[src/rtl/bris_pkg.sv]
// shared constants, codes and handshake structs for the rotate-invert scrambler
`timescale 1ns / 1ps
`default_nettype none
package bris_pkg;

  // packet store geometry
  localparam int MAX_BYTES = 64;
  localparam int ADDR_W    = (MAX_BYTES > 1) ? $clog2(MAX_BYTES) : 1;
  localparam int CNT_W     = $clog2(MAX_BYTES + 1);
  localparam int BITS_W    = CNT_W + 3;

  // rotation amount and the bit-serial modulo unit
  localparam int AMT_W  = 16;
  localparam int STEP_W = $clog2(AMT_W);

  // byte constants
  localparam logic [7:0] INV_MASK = 8'hFF;

  // direction codes
  localparam logic [1:0] DIR_RIGHT = 2'd0;
  localparam logic [1:0] DIR_LEFT  = 2'd1;

  // register indexes
  localparam logic [1:0] REG_DIRECTION = 2'd0;
  localparam logic [1:0] REG_AMOUNT    = 2'd1;
  localparam logic [1:0] REG_DECODE    = 2'd2;

  typedef enum logic [2:0] {
    ST_LOAD,
    ST_DIV,
    ST_PREP,
    ST_PRIME,
    ST_RD,
    ST_CALC
  } state_t;

  // controller to datapath
  typedef struct packed {
    logic store;
    logic start_div;
    logic prep;
    logic fetch;
    logic keep_prev;
    logic emit;
  } ctrl_cmd_t;

  // datapath to controller
  typedef struct packed {
    logic div_done;
    logic out_busy;
    logic last_b;
  } dp_stat_t;

endpackage
`default_nettype wire

[src/rtl/buffer_rotate_invert_scrambler.sv]
// top level of the packet rotate-invert scrambler
// Bytes of a packet are taken one per cycle while the block is loading into
// a 64-byte store; bytes past 64 are dropped and every output word of that
// packet carries the overflow flag in m_tuser. After the word marked tlast,
// a bit-serial modulo unit reduces the rotation amount by the packet length
// in bits, a setup state fixes the rotation and a prime state starts the
// store read; then each output word takes one store read and one shift and
// invert step. The output register lets the next packet start loading while
// the final word still waits. Configuration is accepted every cycle and
// should only be written while the block is idle.
`timescale 1ns / 1ps
`default_nettype none
module buffer_rotate_invert_scrambler (
  input  wire logic        clk,
  input  wire logic        rst,
  input  wire logic        s_tvalid,
  output logic             s_tready,
  input  wire logic [7:0]  s_tdata,   // [7:0] data_byte
  input  wire logic        s_tlast,
  output logic             m_tvalid,
  input  wire logic        m_tready,
  output logic      [7:0]  m_tdata,   // [7:0] out_byte
  output logic             m_tlast,
  output logic             m_tuser,   // [0] overflow
  input  wire logic        cfg_valid,
  output logic             cfg_ready,
  input  wire logic [1:0]  cfg_index,
  input  wire logic [15:0] cfg_data
);

  bris_pkg::ctrl_cmd_t cmd;
  bris_pkg::dp_stat_t  stat;

  // configuration is always accepted
  assign cfg_ready = 1'b1;

  bris_ctrl u_ctrl (
    .clk      (clk),
    .rst      (rst),
    .in_valid (s_tvalid),
    .in_last  (s_tlast),
    .in_ready (s_tready),
    .stat     (stat),
    .cmd      (cmd)
  );

  bris_datapath u_dp (
    .clk       (clk),
    .rst       (rst),
    .cmd       (cmd),
    .stat      (stat),
    .cfg_wr    (cfg_valid && cfg_ready),
    .cfg_index (cfg_index),
    .cfg_data  (cfg_data),
    .in_byte   (s_tdata),
    .out_byte  (m_tdata),
    .out_last  (m_tlast),
    .out_ovf   (m_tuser),
    .out_valid (m_tvalid),
    .out_ready (m_tready)
  );

endmodule
`default_nettype wire

[src/rtl/bris_mod.sv]
// bit-serial restoring modulo: amount mod packet bit length, one bit per cycle
`timescale 1ns / 1ps
`default_nettype none
module bris_mod (
  input  wire logic                       clk,
  input  wire logic                       rst,
  input  wire logic                       start,
  input  wire logic [bris_pkg::AMT_W-1:0]  dividend,
  input  wire logic [bris_pkg::BITS_W-1:0] divisor,
  output logic      [bris_pkg::BITS_W-1:0] rem,
  output logic                            done
);

  logic                          busy;
  logic [bris_pkg::STEP_W-1:0]   step;
  logic [bris_pkg::AMT_W-1:0]    shreg;
  logic [bris_pkg::BITS_W:0]     trial;
  logic [bris_pkg::BITS_W-1:0]   rem_next;

  // shift in the next dividend bit and subtract when it fits
  always_comb begin
    trial = {rem, shreg[bris_pkg::AMT_W-1]};
    if (trial >= {1'b0, divisor}) begin
      rem_next = bris_pkg::BITS_W'(trial - {1'b0, divisor});
    end else begin
      rem_next = trial[bris_pkg::BITS_W-1:0];
    end
  end

  assign done = busy && (step == bris_pkg::STEP_W'(bris_pkg::AMT_W - 1));

  // control: busy flag and step counter
  always_ff @(posedge clk) begin
    if (rst) begin
      busy <= 1'b0;
      step <= '0;
    end else if (start) begin
      busy <= 1'b1;
      step <= '0;
    end else if (busy) begin
      step <= step + 1'b1;
      if (done) begin
        busy <= 1'b0;
      end
    end
  end

  // partial remainder and dividend shift register
  always_ff @(posedge clk) begin
    if (start) begin
      rem   <= '0;
      shreg <= dividend;
    end else if (busy) begin
      rem   <= rem_next;
      shreg <= {shreg[bris_pkg::AMT_W-2:0], 1'b0};
    end
  end

endmodule
`default_nettype wire

[src/rtl/bris_datapath.sv]
// packet store, config registers, rotation setup and output word register
`timescale 1ns / 1ps
`default_nettype none
module bris_datapath (
  input  wire logic                 clk,
  input  wire logic                 rst,
  input  wire bris_pkg::ctrl_cmd_t  cmd,
  output bris_pkg::dp_stat_t        stat,
  input  wire logic                 cfg_wr,
  input  wire logic [1:0]           cfg_index,
  input  wire logic [15:0]          cfg_data,
  input  wire logic [7:0]           in_byte,
  output logic      [7:0]           out_byte,
  output logic                      out_last,
  output logic                      out_ovf,
  output logic                      out_valid,
  input  wire logic                 out_ready
);

  logic [1:0]                    direction;
  logic [bris_pkg::AMT_W-1:0]    rotate_amount;
  logic                          decode_mode;

  logic [7:0]                    store [bris_pkg::MAX_BYTES];
  logic [7:0]                    rd_data;
  logic [7:0]                    prev;
  logic [bris_pkg::CNT_W-1:0]    count;
  logic                          ovf_seen;

  logic [bris_pkg::ADDR_W-1:0]   ptr;
  logic [bris_pkg::ADDR_W-1:0]   ptr_next;
  logic [bris_pkg::ADDR_W-1:0]   b_idx;
  logic [2:0]                    bit_sh;
  logic                          invert;

  logic [bris_pkg::BITS_W-1:0]   nbits;
  logic [bris_pkg::BITS_W-1:0]   k;
  logic [bris_pkg::BITS_W-1:0]   s;
  logic                          pass;
  logic                          left;
  logic                          div_done;
  logic [15:0]                   window;
  logic [7:0]                    rot_byte;

  // configuration registers
  always_ff @(posedge clk) begin
    if (rst) begin
      direction     <= bris_pkg::DIR_RIGHT;
      rotate_amount <= '0;
      decode_mode   <= 1'b0;
    end else if (cfg_wr) begin
      case (cfg_index)
        bris_pkg::REG_DIRECTION: direction     <= cfg_data[1:0];
        bris_pkg::REG_AMOUNT:    rotate_amount <= cfg_data;
        bris_pkg::REG_DECODE:    decode_mode   <= cfg_data[0];
        default: ;
      endcase
    end
  end

  // byte count and overflow flag
  always_ff @(posedge clk) begin
    if (rst) begin
      count    <= '0;
      ovf_seen <= 1'b0;
    end else if (cmd.store) begin
      if (count < bris_pkg::CNT_W'(bris_pkg::MAX_BYTES)) begin
        count <= count + 1'b1;
      end else begin
        ovf_seen <= 1'b1;
      end
    end else if (cmd.emit && stat.last_b) begin
      count    <= '0;
      ovf_seen <= 1'b0;
    end
  end

  // packet store: one write port, one registered read port
  always_ff @(posedge clk) begin
    if (cmd.store && (count < bris_pkg::CNT_W'(bris_pkg::MAX_BYTES))) begin
      store[count[bris_pkg::ADDR_W-1:0]] <= in_byte;
    end
    if (cmd.fetch) begin
      rd_data <= store[ptr];
    end
  end

  // modulo of the amount by the packet length in bits
  assign nbits = {count, 3'b000};

  bris_mod u_mod (
    .clk      (clk),
    .rst      (rst),
    .start    (cmd.start_div),
    .dividend (rotate_amount),
    .divisor  (nbits),
    .rem      (k),
    .done     (div_done)
  );

  // left-rotation equivalent of the requested rotation
  always_comb begin
    pass = (rotate_amount == '0) ||
           ((direction != bris_pkg::DIR_RIGHT) && (direction != bris_pkg::DIR_LEFT));
    left = (direction == bris_pkg::DIR_LEFT) ^ decode_mode;
    if (pass) begin
      s = '0;
    end else if (left || (k == '0)) begin
      s = k;
    end else begin
      s = nbits - k;
    end
  end

  // read pointer wraps at the packet length
  assign ptr_next = (bris_pkg::CNT_W'(ptr) == count - 1'b1) ? '0 : ptr + 1'b1;

  // rotation setup, read pointer and output byte index
  always_ff @(posedge clk) begin
    if (cmd.prep) begin
      ptr    <= bris_pkg::ADDR_W'(s[bris_pkg::BITS_W-1:3]);
      bit_sh <= s[2:0];
      invert <= !pass;
      b_idx  <= '0;
    end else begin
      if (cmd.fetch) begin
        ptr <= ptr_next;
      end
      if (cmd.emit) begin
        b_idx <= b_idx + 1'b1;
      end
    end
    if (cmd.keep_prev) begin
      prev <= rd_data;
    end
  end

  // output byte spans two neighboring stored bytes
  always_comb begin
    window   = {prev, rd_data} << bit_sh;
    rot_byte = invert ? (window[15:8] ^ bris_pkg::INV_MASK) : window[15:8];
  end

  // output word register
  always_ff @(posedge clk) begin
    if (rst) begin
      out_valid <= 1'b0;
    end else if (cmd.emit) begin
      out_valid <= 1'b1;
    end else if (out_ready) begin
      out_valid <= 1'b0;
    end
  end

  always_ff @(posedge clk) begin
    if (cmd.emit) begin
      out_byte <= rot_byte;
      out_last <= stat.last_b;
      out_ovf  <= ovf_seen;
    end
  end

  // status back to the controller
  always_comb begin
    stat.div_done = div_done;
    stat.out_busy = out_valid && !out_ready;
    stat.last_b   = (bris_pkg::CNT_W'(b_idx) == count - 1'b1);
  end

endmodule
`default_nettype wire

[src/rtl/bris_ctrl.sv]
// controller state machine: load, modulo, setup and emit sequencing
`timescale 1ns / 1ps
`default_nettype none
module bris_ctrl (
  input  wire logic                clk,
  input  wire logic                rst,
  input  wire logic                in_valid,
  input  wire logic                in_last,
  output logic                     in_ready,
  input  wire bris_pkg::dp_stat_t  stat,
  output bris_pkg::ctrl_cmd_t      cmd
);

  bris_pkg::state_t state;
  bris_pkg::state_t state_next;

  // state register
  always_ff @(posedge clk) begin
    if (rst) begin
      state <= bris_pkg::ST_LOAD;
    end else begin
      state <= state_next;
    end
  end

  // next state and commands
  always_comb begin
    state_next = state;
    cmd        = '0;
    in_ready   = 1'b0;
    case (state)
      bris_pkg::ST_LOAD: begin
        in_ready = 1'b1;
        if (in_valid) begin
          cmd.store = 1'b1;
          if (in_last) begin
            cmd.start_div = 1'b1;
            state_next    = bris_pkg::ST_DIV;
          end
        end
      end
      bris_pkg::ST_DIV: begin
        if (stat.div_done) begin
          state_next = bris_pkg::ST_PREP;
        end
      end
      bris_pkg::ST_PREP: begin
        cmd.prep   = 1'b1;
        state_next = bris_pkg::ST_PRIME;
      end
      bris_pkg::ST_PRIME: begin
        cmd.fetch  = 1'b1;
        state_next = bris_pkg::ST_RD;
      end
      bris_pkg::ST_RD: begin
        cmd.fetch     = 1'b1;
        cmd.keep_prev = 1'b1;
        state_next    = bris_pkg::ST_CALC;
      end
      bris_pkg::ST_CALC: begin
        if (!stat.out_busy) begin
          cmd.emit   = 1'b1;
          state_next = stat.last_b ? bris_pkg::ST_LOAD : bris_pkg::ST_RD;
        end
      end
      default: begin
        state_next = bris_pkg::ST_LOAD;
      end
    endcase
  end

endmodule
`default_nettype wire

[config.mk]
export PLATFORM = sky130hd
export DESIGN_NAME = buffer_rotate_invert_scrambler
export DESIGN_NICKNAME = d
export VERILOG_FILES = /design/src/rtl/bris_pkg.sv /design/src/rtl/buffer_rotate_invert_scrambler.sv /design/src/rtl/bris_mod.sv /design/src/rtl/bris_datapath.sv /design/src/rtl/bris_ctrl.sv
export SDC_FILE = /design/constraint.sdc
export NUM_CORES = 1
export LEC_CHECK = 0
export BUFFER_PORTS_ARGS = -buffer_cell sky130_fd_sc_hd__buf_2
export CORE_MARGIN = 2
export CORE_UTILIZATION = 24
export CTS_CLUSTER_SIZE = 40
export DETAILED_ROUTE_END_ITERATION = 10
export REMOVE_ABC_BUFFERS = 1
export SYNTH_ARGS = -nofsm -noshare
export SYNTH_HDL_FRONTEND = slang
export SYNTH_SLANG_ARGS = --single-unit
[constraint.sdc]
create_clock -name clk -period 4.45 [get_ports clk]
set_input_delay 0.2225 -clock clk [delete_from_list [all_inputs] [get_ports clk]]
set_output_delay 0.2225 -clock clk [all_outputs]
set_load 0.02 [all_outputs]
==> results.yml, run 1 <==
status:
  outcome: "complete, no violations"
power:
  switching_share: 0.215
  comb_power_share: 0.054
  p_int_uw: 10100
  seqPwrFrac: 0.501
  powerDensity_mw_per_mm2: 435
  irDropWorstVdd_mv: 0.223
  p_sw_uw: 2770
  power_leakage_uw: 0.00925
  p_clk_frac: 0.445
timing:
  final_hold_viol_count: 0
  max-slew-margin-rel: 0.365
  timing.final.ws_setup_ns: 1.28
  period_share: 0.712
  fin_crit_ns: 3.17
  worstMarginPinSlew_ns: 0.953
  max_freq_mhz: 315
  maxSlewViolCount: 0
  setup_viol: 0
  skew_ns: 0.0320
  rsz0062_at_grt: "false"
critical_path:
  crit_required_ns: 4.91
  end_kind: "flip-flop"
  cp-start-kind: "flip-flop"
  r2r_start: "u_dp.count[2]$_SDFFE_PP0P_"
  cp_max_fo: 13
  worst-setup-path-type: "flip-flop to flip-flop"
  rrSetupSlack_ns: 1.28
  r2r-end: "u_dp.u_mod.rem[5]$_SDFFE_PP0P_"
  cp.arrival_ns: 3.63
  ff2ff_path_depth: 8
synthesis:
  synth_edf_count: 564
  ys_warn_count: 0
  ys_types: 54
  ys.flop_type: "edfxtp_1"
  synth_cells: 1416
  ys_seq_elements: 616
  synth-seq-area-share: 0.711
  async_reset_ff_frac: 0
  syn_area_sq_mm: 0.0253
  avgSynthCellArea_sq_um: 17.9
cells_and_area:
  final_cells: 2934
  syn2layout_area_growth_pct: 16.8
  fin_util: 0.282
  drive_gt1_frac: 0.221
  finalNetCount: 1543
cts:
  cts_buffers: 66
  cts_resized: 0
  cts_tree: "done"
  htree_levels: 3
  cts_buffer_depth: 3
  clock-sinks: 616
  clk_pin_slew_ns: 0.07
  cts_root_buffer: "clkbuf_16"
  clk_latency_ns: 0.61
global_routing:
  antenna_found_initial: 7
  grt_pass1_vias: 13300
  grt.total_usage: 0.108
  grt_pass1_wl_mm: 88.1
  gr-total-overflow: 0
  grt_max_degree: 114
hold_path:
  min-delay-start: "cfg_index[1]"
  min_path_cells: 4
  hp-class: "primary input to flip-flop"
  holdPathEnd: "u_dp.decode_mode$_SDFFE_PP0P_"
drt:
  ant_nets: 0
  drt-pass1-iter-count: 5
  drt-wirelength-per-cell_microns: 19.9
  drc_errors: 0
  drt_iter0_markers: 1018
  vias: 13100
  wirelength_mm: 58.5
  viasPerCell: 4.46
floorplanning:
  rows: 119
  dieArea_sq_mm: 0.108
  initial_utilization: 0.241
  die_y_microns: 329
  core_area_sq_mm: 0.105
  pin_count: 45
  die_width_microns: 329
placed_design:
  portBuffers: 43
  dpl.hpwl_mm: 35.9
  dp.cells: 2796
  gp_congestion: 0.783
  place_ws_ns: 1.33
job:
  cap_viol_max_count: 0
[layout by cell type (no fill, tap or decap), drive strengths merged, types with 5 or more instances in the layout]
cell,instances
edfxtp,564
xnor2,29
clkinv,23
nor2,103
nand2,116
nand3,28
bufinv,11
mux4,163
nor2b,14
nand4,9
ha,18
buf,63
clkbuf,76
nand2b,7
o22ai,6
or3,5
dlygate4sd3,19
a211oi,11
o21ai,20
dfxtp,52
a21oi,43
inv,25
mux2i,33
a31oi,5
xor2,15
o21a,5
nor4,6
mux2,9
nor3,19
and3,5
[timing repair]
action	in CTS	in global routing
hold endpoints to repair	21	0
setup buffers	0	0
hold buffers	19	0
[power by group through the flow]
stage | logic (uW) | clock network, uW | registers, uW
after CTS | 692 | 5840 | 6440
after global routing | 759 | 6050 | 6440
after floorplan | 438 | 0 | 6540
after global placement | 649 | 0 | 6560
after detailed placement | 675 | 0 | 6560
final | 688 | 5720 | 6440
[sequential cells by signal, indices dropped and copies added, names as in the netlist]
signal / cells
u_dp.u_mod.step: 4
u_ctrl.state: 3
u_dp.rd_data: 8
u_dp.u_mod.busy: 1
u_dp.direction: 2
u_dp.u_mod.shreg: 16
u_dp.out_ovf: 1
u_dp.bit_sh: 3
u_dp.count: 7
u_dp.prev: 8
u_dp.b_idx: 6
u_dp.decode_mode: 1
u_dp.invert: 1
u_dp.u_mod.rem: 10
u_dp.out_byte: 8
u_dp.rotate_amount: 16
u_dp.ptr: 6
u_dp.out_last: 1
u_dp.store: 512
u_dp.out_valid: 1
u_dp.ovf_seen: 1
[cell families after synthesis]
kind of cell             after synthesis  synth area share
multiplexers                         205             0.162
AND/OR/NAND/NOR                      330            0.0591
AO/OA/AOI/OAI                        105            0.0259
adder cells (fa/ha/maj)               19           0.00970
flip-flops                           616             0.711
XOR/XNOR                              44            0.0152
other                                  1          0.000148
buffers and inverters                 96            0.0166
[cell usage after synthesis (18+ instances only)]
library cell    n  area share
edfxtp_1      564        0.67
mux4_2        163        0.15
nand2_1       116       0.017
nor2_1        103       0.015
dfxtp_1        52       0.041
a21oi_1        43      0.0085
clkbuf_1       37      0.0055
mux2i_1        33       0.013
xnor2_1        29       0.010
nand3_1        28      0.0055
inv_1          22      0.0033
buf_2          18      0.0036
ha_1           18      0.0089
[layout make-up]
class                           count  area [sq um]
Clock inverter                     41           526
Sequential cell                   616         18000
Tap cell                         1391          1740
Timing Repair Buffer               82           593
Clock buffer                       76          1730
Inverter                           22          82.6
Antenna cell                        2          5.00
Fill cell                       10400         75300
Multi-Input combinational cell    704          6890
[critical path: stages (launching register included)]
cell	delay, ns
dfxtp_1	0.67
inv_1	0.33
ha_1	0.43
nor2b_1	0.17
o31a_1	0.26
o21a_1	0.20
o31ai_2	0.61
mux2i_1	0.27
a21oi_1	0.08
[routing by layer]
| metal | wire length, microns | vias up | global-route usage |
|---|---|---|---|
| li1 | - | 5783 | - |
| met4 | 1260 | 10 | 0.0336 |
| met5 | 62 | - | 0 |
| met1 | 25300 | 6787 | 0.146 |
| met3 | 3720 | 102 | 0.0224 |
| met2 | 28200 | 406 | 0.175 |
[metrics by stage]
stage | TNS [ns] | instance area [sq um] | hold slack (ns) | power [uW]
final | 0 | 29500 | 0.0372 | 12900
after global routing | 0 | 29500 | 0.0570 | 13300
after CTS | 0 | 29500 | 0.00182 | 13000
after detailed placement | 0 | 27100 | 0.465 | 7240
after global placement | 0 | 27100 | 0.470 | 7210
after floorplan | -29.47 | 24900 | 0.292 | 6980
[worst max-delay path by stage]
stage	from	to	slack, ns
2_1_floorplan	u_dp.ptr[0]$_DFFE_PP_	u_dp.rd_data[3]$_DFFE_PP_	-2.47
3_3_place_gp	u_dp.count[2]$_SDFFE_PP0P_	u_dp.u_mod.rem[6]$_SDFFE_PP0P_	1.40
3_5_place_dp	u_dp.count[2]$_SDFFE_PP0P_	u_dp.u_mod.rem[7]$_SDFFE_PP0P_	1.33
4_1_cts	u_dp.count[2]$_SDFFE_PP0P_	u_dp.u_mod.rem[7]$_SDFFE_PP0P_	1.32
5_1_grt	u_ctrl.state[0]$_SDFFE_PP0P_	u_dp.store[58][4]$_DFFE_PP_	1.07
6_report	u_dp.count[2]$_SDFFE_PP0P_	u_dp.u_mod.rem[5]$_SDFFE_PP0P_	1.28
(Power assumes the default switching activity.)
==> run 2, diff against run 1 <==
Settings changed: ABC_AREA set to 1.
Clock period 4.45 ns to 2.7 ns, I/O delays scaled along.
==> run 2 against run 1 <==
Clock skew rose by 0.0060 ns. Core utilization rose by 0.21 points. Final cell count rose by 34%. Synthesized cell count rose by 65%. Clock power rose by 43%. Critical path type unchanged. Non-clock buffer count rose by 118. Via count rose by 38%. Routed wire length rose by 17%. Highest routed layer is now met4.
==> results.yml, run 2 <==
synthesis:
  synthTopCellsByCount: "edfxtp_1 (564), nand2_1 (407), nor2_1 (344), o21ai_0 (214), o22ai_1 (128)"
  ys.flop_type: "edfxtp_1"
  syn_area_sq_mm: 0.0262
  ys_warn_count: 0
  synth_cells: 2343
  synth_xor_xnor_area_share: 0.0100
  ys_seq_elements: 616
  avgSynthCellArea_sq_um: 11.2
  synth_top_family_by_area: "simple AND/OR/NAND/NOR gates"
  synth-seq-area-share: 0.685
  yosysMostFrequentCell: "edfxtp_1"
  synth_fa_ha_area_frac: 0.00935
  synth_edf_count: 564
  yosys-top-cells-area: "edfxtp_1 (65%), nand2_1 (5.8%), nor2_1 (4.9%)"
  yosysTopAreaCell: "edfxtp_1"
  synthMuxAreaShare: 0.00195
  synth_compound_area_frac: 0.109
  netlist.area_leader.share: 0.645
  ys_types: 49
  yosys.area_share.simple: 0.144
  async_reset_ff_frac: 0
timing:
  period_share: 0.912
  worstMarginPinSlew_ns: 1.09
  final_hold_viol_count: 0
  rsz0062_at_grt: "false"
  max-slew-margin-rel: 0.271
  maxSlewViolCount: 0
  max_freq_mhz: 406
  setup_viol: 0
  skew_ns: 0.0380
  fin_crit_ns: 2.46
cells_and_area:
  diodes: 0
  fin_util: 0.284
  largest_register_ffs: 512
  nFillCells: 11100
  drive_gt1_frac: 0.116
  final_cells: 3931
  finalNetCount: 2521
  final_cell_mix: "edfxtp_1 (564), nand2_1 (407), nor2_1 (344)"
  syn2layout_area_growth_pct: 17.6
  final_common_cell: "edfxtp_1"
critical_path:
  cp.arrival_ns: 2.99
  path_buf_inv: 3
  rrSetupSlack_ns: 0.24
  end_kind: "flip-flop"
  critPathTopFamily: "simple AND/OR/NAND/NOR gates"
  worst-setup-path-type: "flip-flop to flip-flop"
  critPathMaxStageDelay_ns: 0.56
  cp-start-kind: "flip-flop"
  ff2ff_path_depth: 13
  cp_max_fo: 8
  path_cells: "buf_4, nor2_8, nand2_4, inv_2, nand2_1, nand3_1, nand2_1, nand3_2, nand2_1, nand2_1, nand2_1, a21oi_1, dlygate4sd3_1"
  critical_path.most_common_cell: "nand2_1"
  crit_slowest_cell: "dlygate4sd3_1"
  r2r-end: "u_ctrl.state[2]$_SDFFE_PP0P_"
  r2r_start: "u_dp.count[2]$_SDFFE_PP0P_"
  crit_required_ns: 3.23
global_routing:
  gr-total-overflow: 0
  use_met2: 0.204
  top_usage_layer: "met2"
  met3_usage: 0.0179
  grt_pass1_vias: 17500
  antenna_found_initial: 0
  grt.total_usage: 0.120
  grt_max_degree: 133
  grt_pass1_wl_mm: 105
  use_met1: 0.154
placed_design:
  dpl.hpwl_mm: 42.0
  gp_congestion: 0.862
  dp.cells: 3793
  portBuffers: 43
drt:
  drc_errors: 0
  wirelength_mm: 68.4
  ant_nets: 0
  drt_iter0_markers: 1722
  viasPerCell: 4.59
  drt-pass1-iter-count: 5
  drt-wirelength-per-cell_microns: 17.4
  vias: 18000
job:
  cap_viol_max_count: 0
cts:
  clock-sinks: 616
  clk_pin_slew_ns: 0.07
  cts_buffer_depth: 3
  clk_latency_ns: 0.66
  cts_root_buffer: "clkbuf_16"
  cts_tree: "done"
  postCtsSetupBuffers: 0
  htree_levels: 2
  cts_buffers: 60
floorplanning:
  initial_utilization: 0.241
  dieArea_sq_mm: 0.112
  die_y_microns: 335
  core_area_sq_mm: 0.109
  rows: 121
  pin_count: 45
  die_width_microns: 335
hold_path:
  holdPathEnd: "u_dp.store[41][5]$_DFFE_PP_"
  hp-class: "primary input to flip-flop"
  min-delay-start: "s_tdata[5]"
  min_path_cells: 1
power:
  irDropWorstVdd_mv: 0.505
  powerDensity_mw_per_mm2: 728
  power_leakage_uw: 0.0107
status:
  outcome: "complete, no violations"
[run 2: cell types whose count changed after synthesis, moves of 80 or more]
cell,delta
nor2_1,+241
o21ai_0,+199
o22ai_1,+122
nand3_1,+80
nand2_1,+291
o21ai_1,+111
mux4_2,-163
[run 2: cell type report]
class	count	area (sq um)	area share
well taps	1414	1770	0.0573
multi-input cells	1501	7200	0.233
repair buffers	200	1650	0.0536
inverters	91	353	0.0114
flip-flops and latches	616	18000	0.582
clock buffers	85	1660	0.0537
clock inverters	24	250	0.00811
[run 2: layer usage]
layer / part of all wire / vias up
met5: 0 / -
met4: 0.033 / 0
met3: 0.058 / 140
met2: 0.48 / 539
met1: 0.42 / 8763
li1: - / 8602
[run 2: worst max-delay path by stage]
stage | endpoint | start | slack (ns) | cells past startpoint
global placement | u_dp.u_mod.rem[5]$_SDFFE_PP0P_ | u_dp.u_mod.rem[2]$_SDFFE_PP0P_ | 0.36 | 9
CTS | u_ctrl.state[2]$_SDFFE_PP0P_ | u_dp.count[1]$_SDFFE_PP0P_ | 0.07 | 15
floorplan | u_dp.ptr[0]$_DFFE_PP_ | u_dp.ptr[0]$_DFFE_PP_ | -5.94 | 7
detailed placement | u_dp.rd_data[4]$_DFFE_PP_ | u_dp.ptr[1]$_DFFE_PP_ | 0.36 | 11
global route | u_ctrl.state[2]$_SDFFE_PP0P_ | u_dp.count[1]$_SDFFE_PP0P_ | 0.04 | 15
finish | u_ctrl.state[2]$_SDFFE_PP0P_ | u_dp.count[2]$_SDFFE_PP0P_ | 0.24 | 13
[run 2: logic make-up after synthesis]
| kind of cell | count (synthesis) |
|---|---|
| AO/OA/AOI/OAI | 528 |
| XOR/XNOR | 30 |
| adder cells (fa/ha/maj) | 19 |
| buffers and inverters | 226 |
| flip-flops | 616 |
| multiplexers | 5 |
| other | 1 |
| AND/OR/NAND/NOR | 918 |
[run 2: worst register-to-register path, delay by kind of cell (launching register included)]
family / cells / cell delay (ns)
compound gates: 1 / 0.05
buf+inv: 3 / 0.87
simple gates: 9 / 0.95
flops: 1 / 0.53
[run 2: stage by stage]
stage	setup WS [ns]	instance area (sq um)	hold WS, ns	TNS, ns	power, uW
2_1_floorplan	-5.94	25500	0.204	-82.37	13200
3_3_place_gp	0.360	28700	0.412	0	14400
3_5_place_dp	0.355	28700	0.422	0	14400
4_1_cts	0.0737	30900	0.0360	0	22600
5_1_grt	0.0447	30900	0.0449	0	23400
6_report	0.238	30900	0.0572	0	22500
[run 2: what timing repair did]
item	CTS	global route
endpoints found under the hold margin	59	0
resized for setup	0	4
hold buffers	29	0
endpoints found under the setup margin	0	1
[run 2: where the power goes]
part	switching [uW]	leakage [uW]	internal [uW]	total, uW
Clock	3590	0.000922	4570	8170
Combinational	2320	0.00428	1140	3470
Sequential	182	0.00551	10700	10800
==> run 3, diff against run 2 <==
Settings changed: MAX_ROUTING_LAYER set to met4, PLACE_DENSITY set to 0.43.
==> run 3 against run 2 <==
Final cell count grew 0.59%. Register-to-register slack better by 0.08 ns. Hold slack worse by 0.032 ns. Flip-flop and latch count unchanged. Non-clock buffer count decreased by 5. Critical path type unchanged. Largest power group unchanged.
==> results.yml, run 3 (synthesis gave the netlist of run 2 again) <==
cts:
  clock-sinks: 616
  htree_levels: 3
  postCtsHoldBufs: 29
  cts_buffer_depth: 3
  clk_pin_slew_ns: 0.06
  clk_latency_ns: 0.64
  cts_resized: 0
  cts_buffers: 73
  postCtsSetupBuffers: 0
  cts_tree: "done"
  cts_root_buffer: "clkbuf_16"
placed_design:
  place_area_sq_mm: 0.0286
  gp_congestion: 0.828
  portBuffers: 43
  dpl.hpwl_mm: 47.6
cells_and_area:
  multi_input_area_sq_mm: 0.00720
  largest_register_ffs: 512
  fin_util: 0.289
  finalNetCount: 2529
  final_cell_mix: "edfxtp_1 (564), nand2_1 (407), nor2_1 (344)"
  fin_area_sq_mm: 0.0314
  nFillCells: 11100
  syn2layout_area_growth_pct: 19.6
  drive_gt1_frac: 0.122
  final_common_cell: "edfxtp_1"
  seq_area_sq_mm: 0.0180
critical_path:
  cp.arrival_ns: 2.88
  worst-setup-path-type: "flip-flop to flip-flop"
  end_kind: "flip-flop"
  crit_slowest_cell: "edfxtp_1"
  crit_required_ns: 3.19
  path_buf_inv: 3
  path_cells: "clkinv_2, buf_4, buf_4, o21ai_1, o22ai_1, nand2_1, nand2_1, nand2_1, nand3_1, nand3_1, nand2_1"
  critPathMaxStageDelay_ns: 0.44
  critical_path.most_common_cell: "nand2_1"
  ff2ff_path_depth: 11
  cp.depth: 11
  cp-start-kind: "flip-flop"
  critPathTopFamily: "buffers and inverters"
  cp_max_fo: 25
global_routing:
  grt_pass1_vias: 18000
  gr-total-overflow: 0
  grt_max_degree: 133
  grt_pass1_wl_mm: 114
  antenna_found_initial: 0
  grt.total_usage: 0.138
timing:
  period_share: 0.884
  skew_ns: 0.0308
  final_hold_viol_count: 0
  max_freq_mhz: 419
  worstMarginPinSlew_ns: 0.948
  fin_crit_ns: 2.39
  maxSlewViolCount: 0
  max-slew-margin-rel: 0.368
  setup_viol: 0
  rsz0062_at_grt: "false"
floorplanning:
  die_y_microns: 335
  dieArea_sq_mm: 0.112
  pin_count: 45
  rows: 121
  initial_utilization: 0.241
  core_area_sq_mm: 0.109
  die_width_microns: 335
drt:
  drt_iter0_markers: 1311
  drc_errors: 0
  vias: 18100
  ant_nets: 0
  drt-wirelength-per-cell_microns: 19.2
  wirelength_mm: 76.1
  drt-pass1-iter-count: 7
  viasPerCell: 4.58
power:
  power.total_uw: 24400
  powerDensity_mw_per_mm2: 777
  power_leakage_uw: 0.0110
  irDropWorstVdd_mv: 0.450
hold_path:
  min_path_cells: 7
  hp-class: "primary input to flip-flop"
job:
  cap_viol_max_count: 0
status:
  outcome: "complete, no violations"
## run 3: changes by cell type in the layout (fill, tap and decap cells not counted), moves of 3 or more
cell	change
clkinv_2	+7
clkbuf_16	+11
clkbuf_1	-13
clkinv_8	+3
bufinv_16	+6
clkinv_1	+12
buf_4	-6
## run 3: worst reg2reg max path, stage by stage (launching register included)
cell and delay (ns):
edfxtp_1 0.44, clkinv_2 0.28, buf_4 0.39, buf_4 0.31, o21ai_1 0.12, o22ai_1 0.23
nand2_1 0.08, nand2_1 0.08, nand2_1 0.05, nand3_1 0.13, nand3_1 0.11, nand2_1 0.06
## run 3: final cells by class
type	instances	share of cell area
multi-input combinational	1501	0.229
tap	1414	0.0564
sequential	616	0.573
timing repair buffer	195	0.0519
clock buffer	82	0.0596
inverter	91	0.0112
clock inverter	54	0.0184
antenna	1	0.0000798
## run 3: metrics by stage
step	hold WS (ns)	cells	setup slack (ns)	setup TNS [ns]
6_report	0.0257	3954	0.313	0
3_3_place_gp	0.417	3788	0.312	0
2_1_floorplan	0.204	2208	-5.94	-82.37
3_5_place_dp	0.419	3788	0.316	0
5_1_grt	0.0609	3953	0.0180	0
4_1_cts	0.000291	3953	0.290	0
## run 3: report_power, final
group	internal (uW)	leakage (uW)	switching (uW)	total, uW
registers	10700	0.00551	178	10800
clock network	5920	0.00120	4100	10000
logic	1140	0.00425	2390	3530
total	17700	0.0110	6660	24400
## run 3: path summary, 6_finish.rpt
kind | from | end | slack, ns
worst min-delay path | s_tlast | u_ctrl.state[1]$_SDFFE_PP0P_ | 0.03
worst max register to register | u_dp.ptr[1]$_DFFE_PP_ | u_dp.rd_data[5]$_DFFE_PP_ | 0.31
worst min register to register | u_dp.ovf_seen$_SDFFE_PP0P_ | u_dp.out_ovf$_DFFE_PP_ | 0.46
worst max-delay path | u_dp.ptr[1]$_DFFE_PP_ | u_dp.rd_data[5]$_DFFE_PP_ | 0.31
## run 3: metal layers
metal / up-vias / track usage / share of wire
li1: 8634 / - / -
met1: 8962 / 0.184 / 0.47
met5: - / - / 0
met4: 0 / 0.0421 / 0.027
met3: 102 / 0.0238 / 0.051
met2: 431 / 0.214 / 0.45
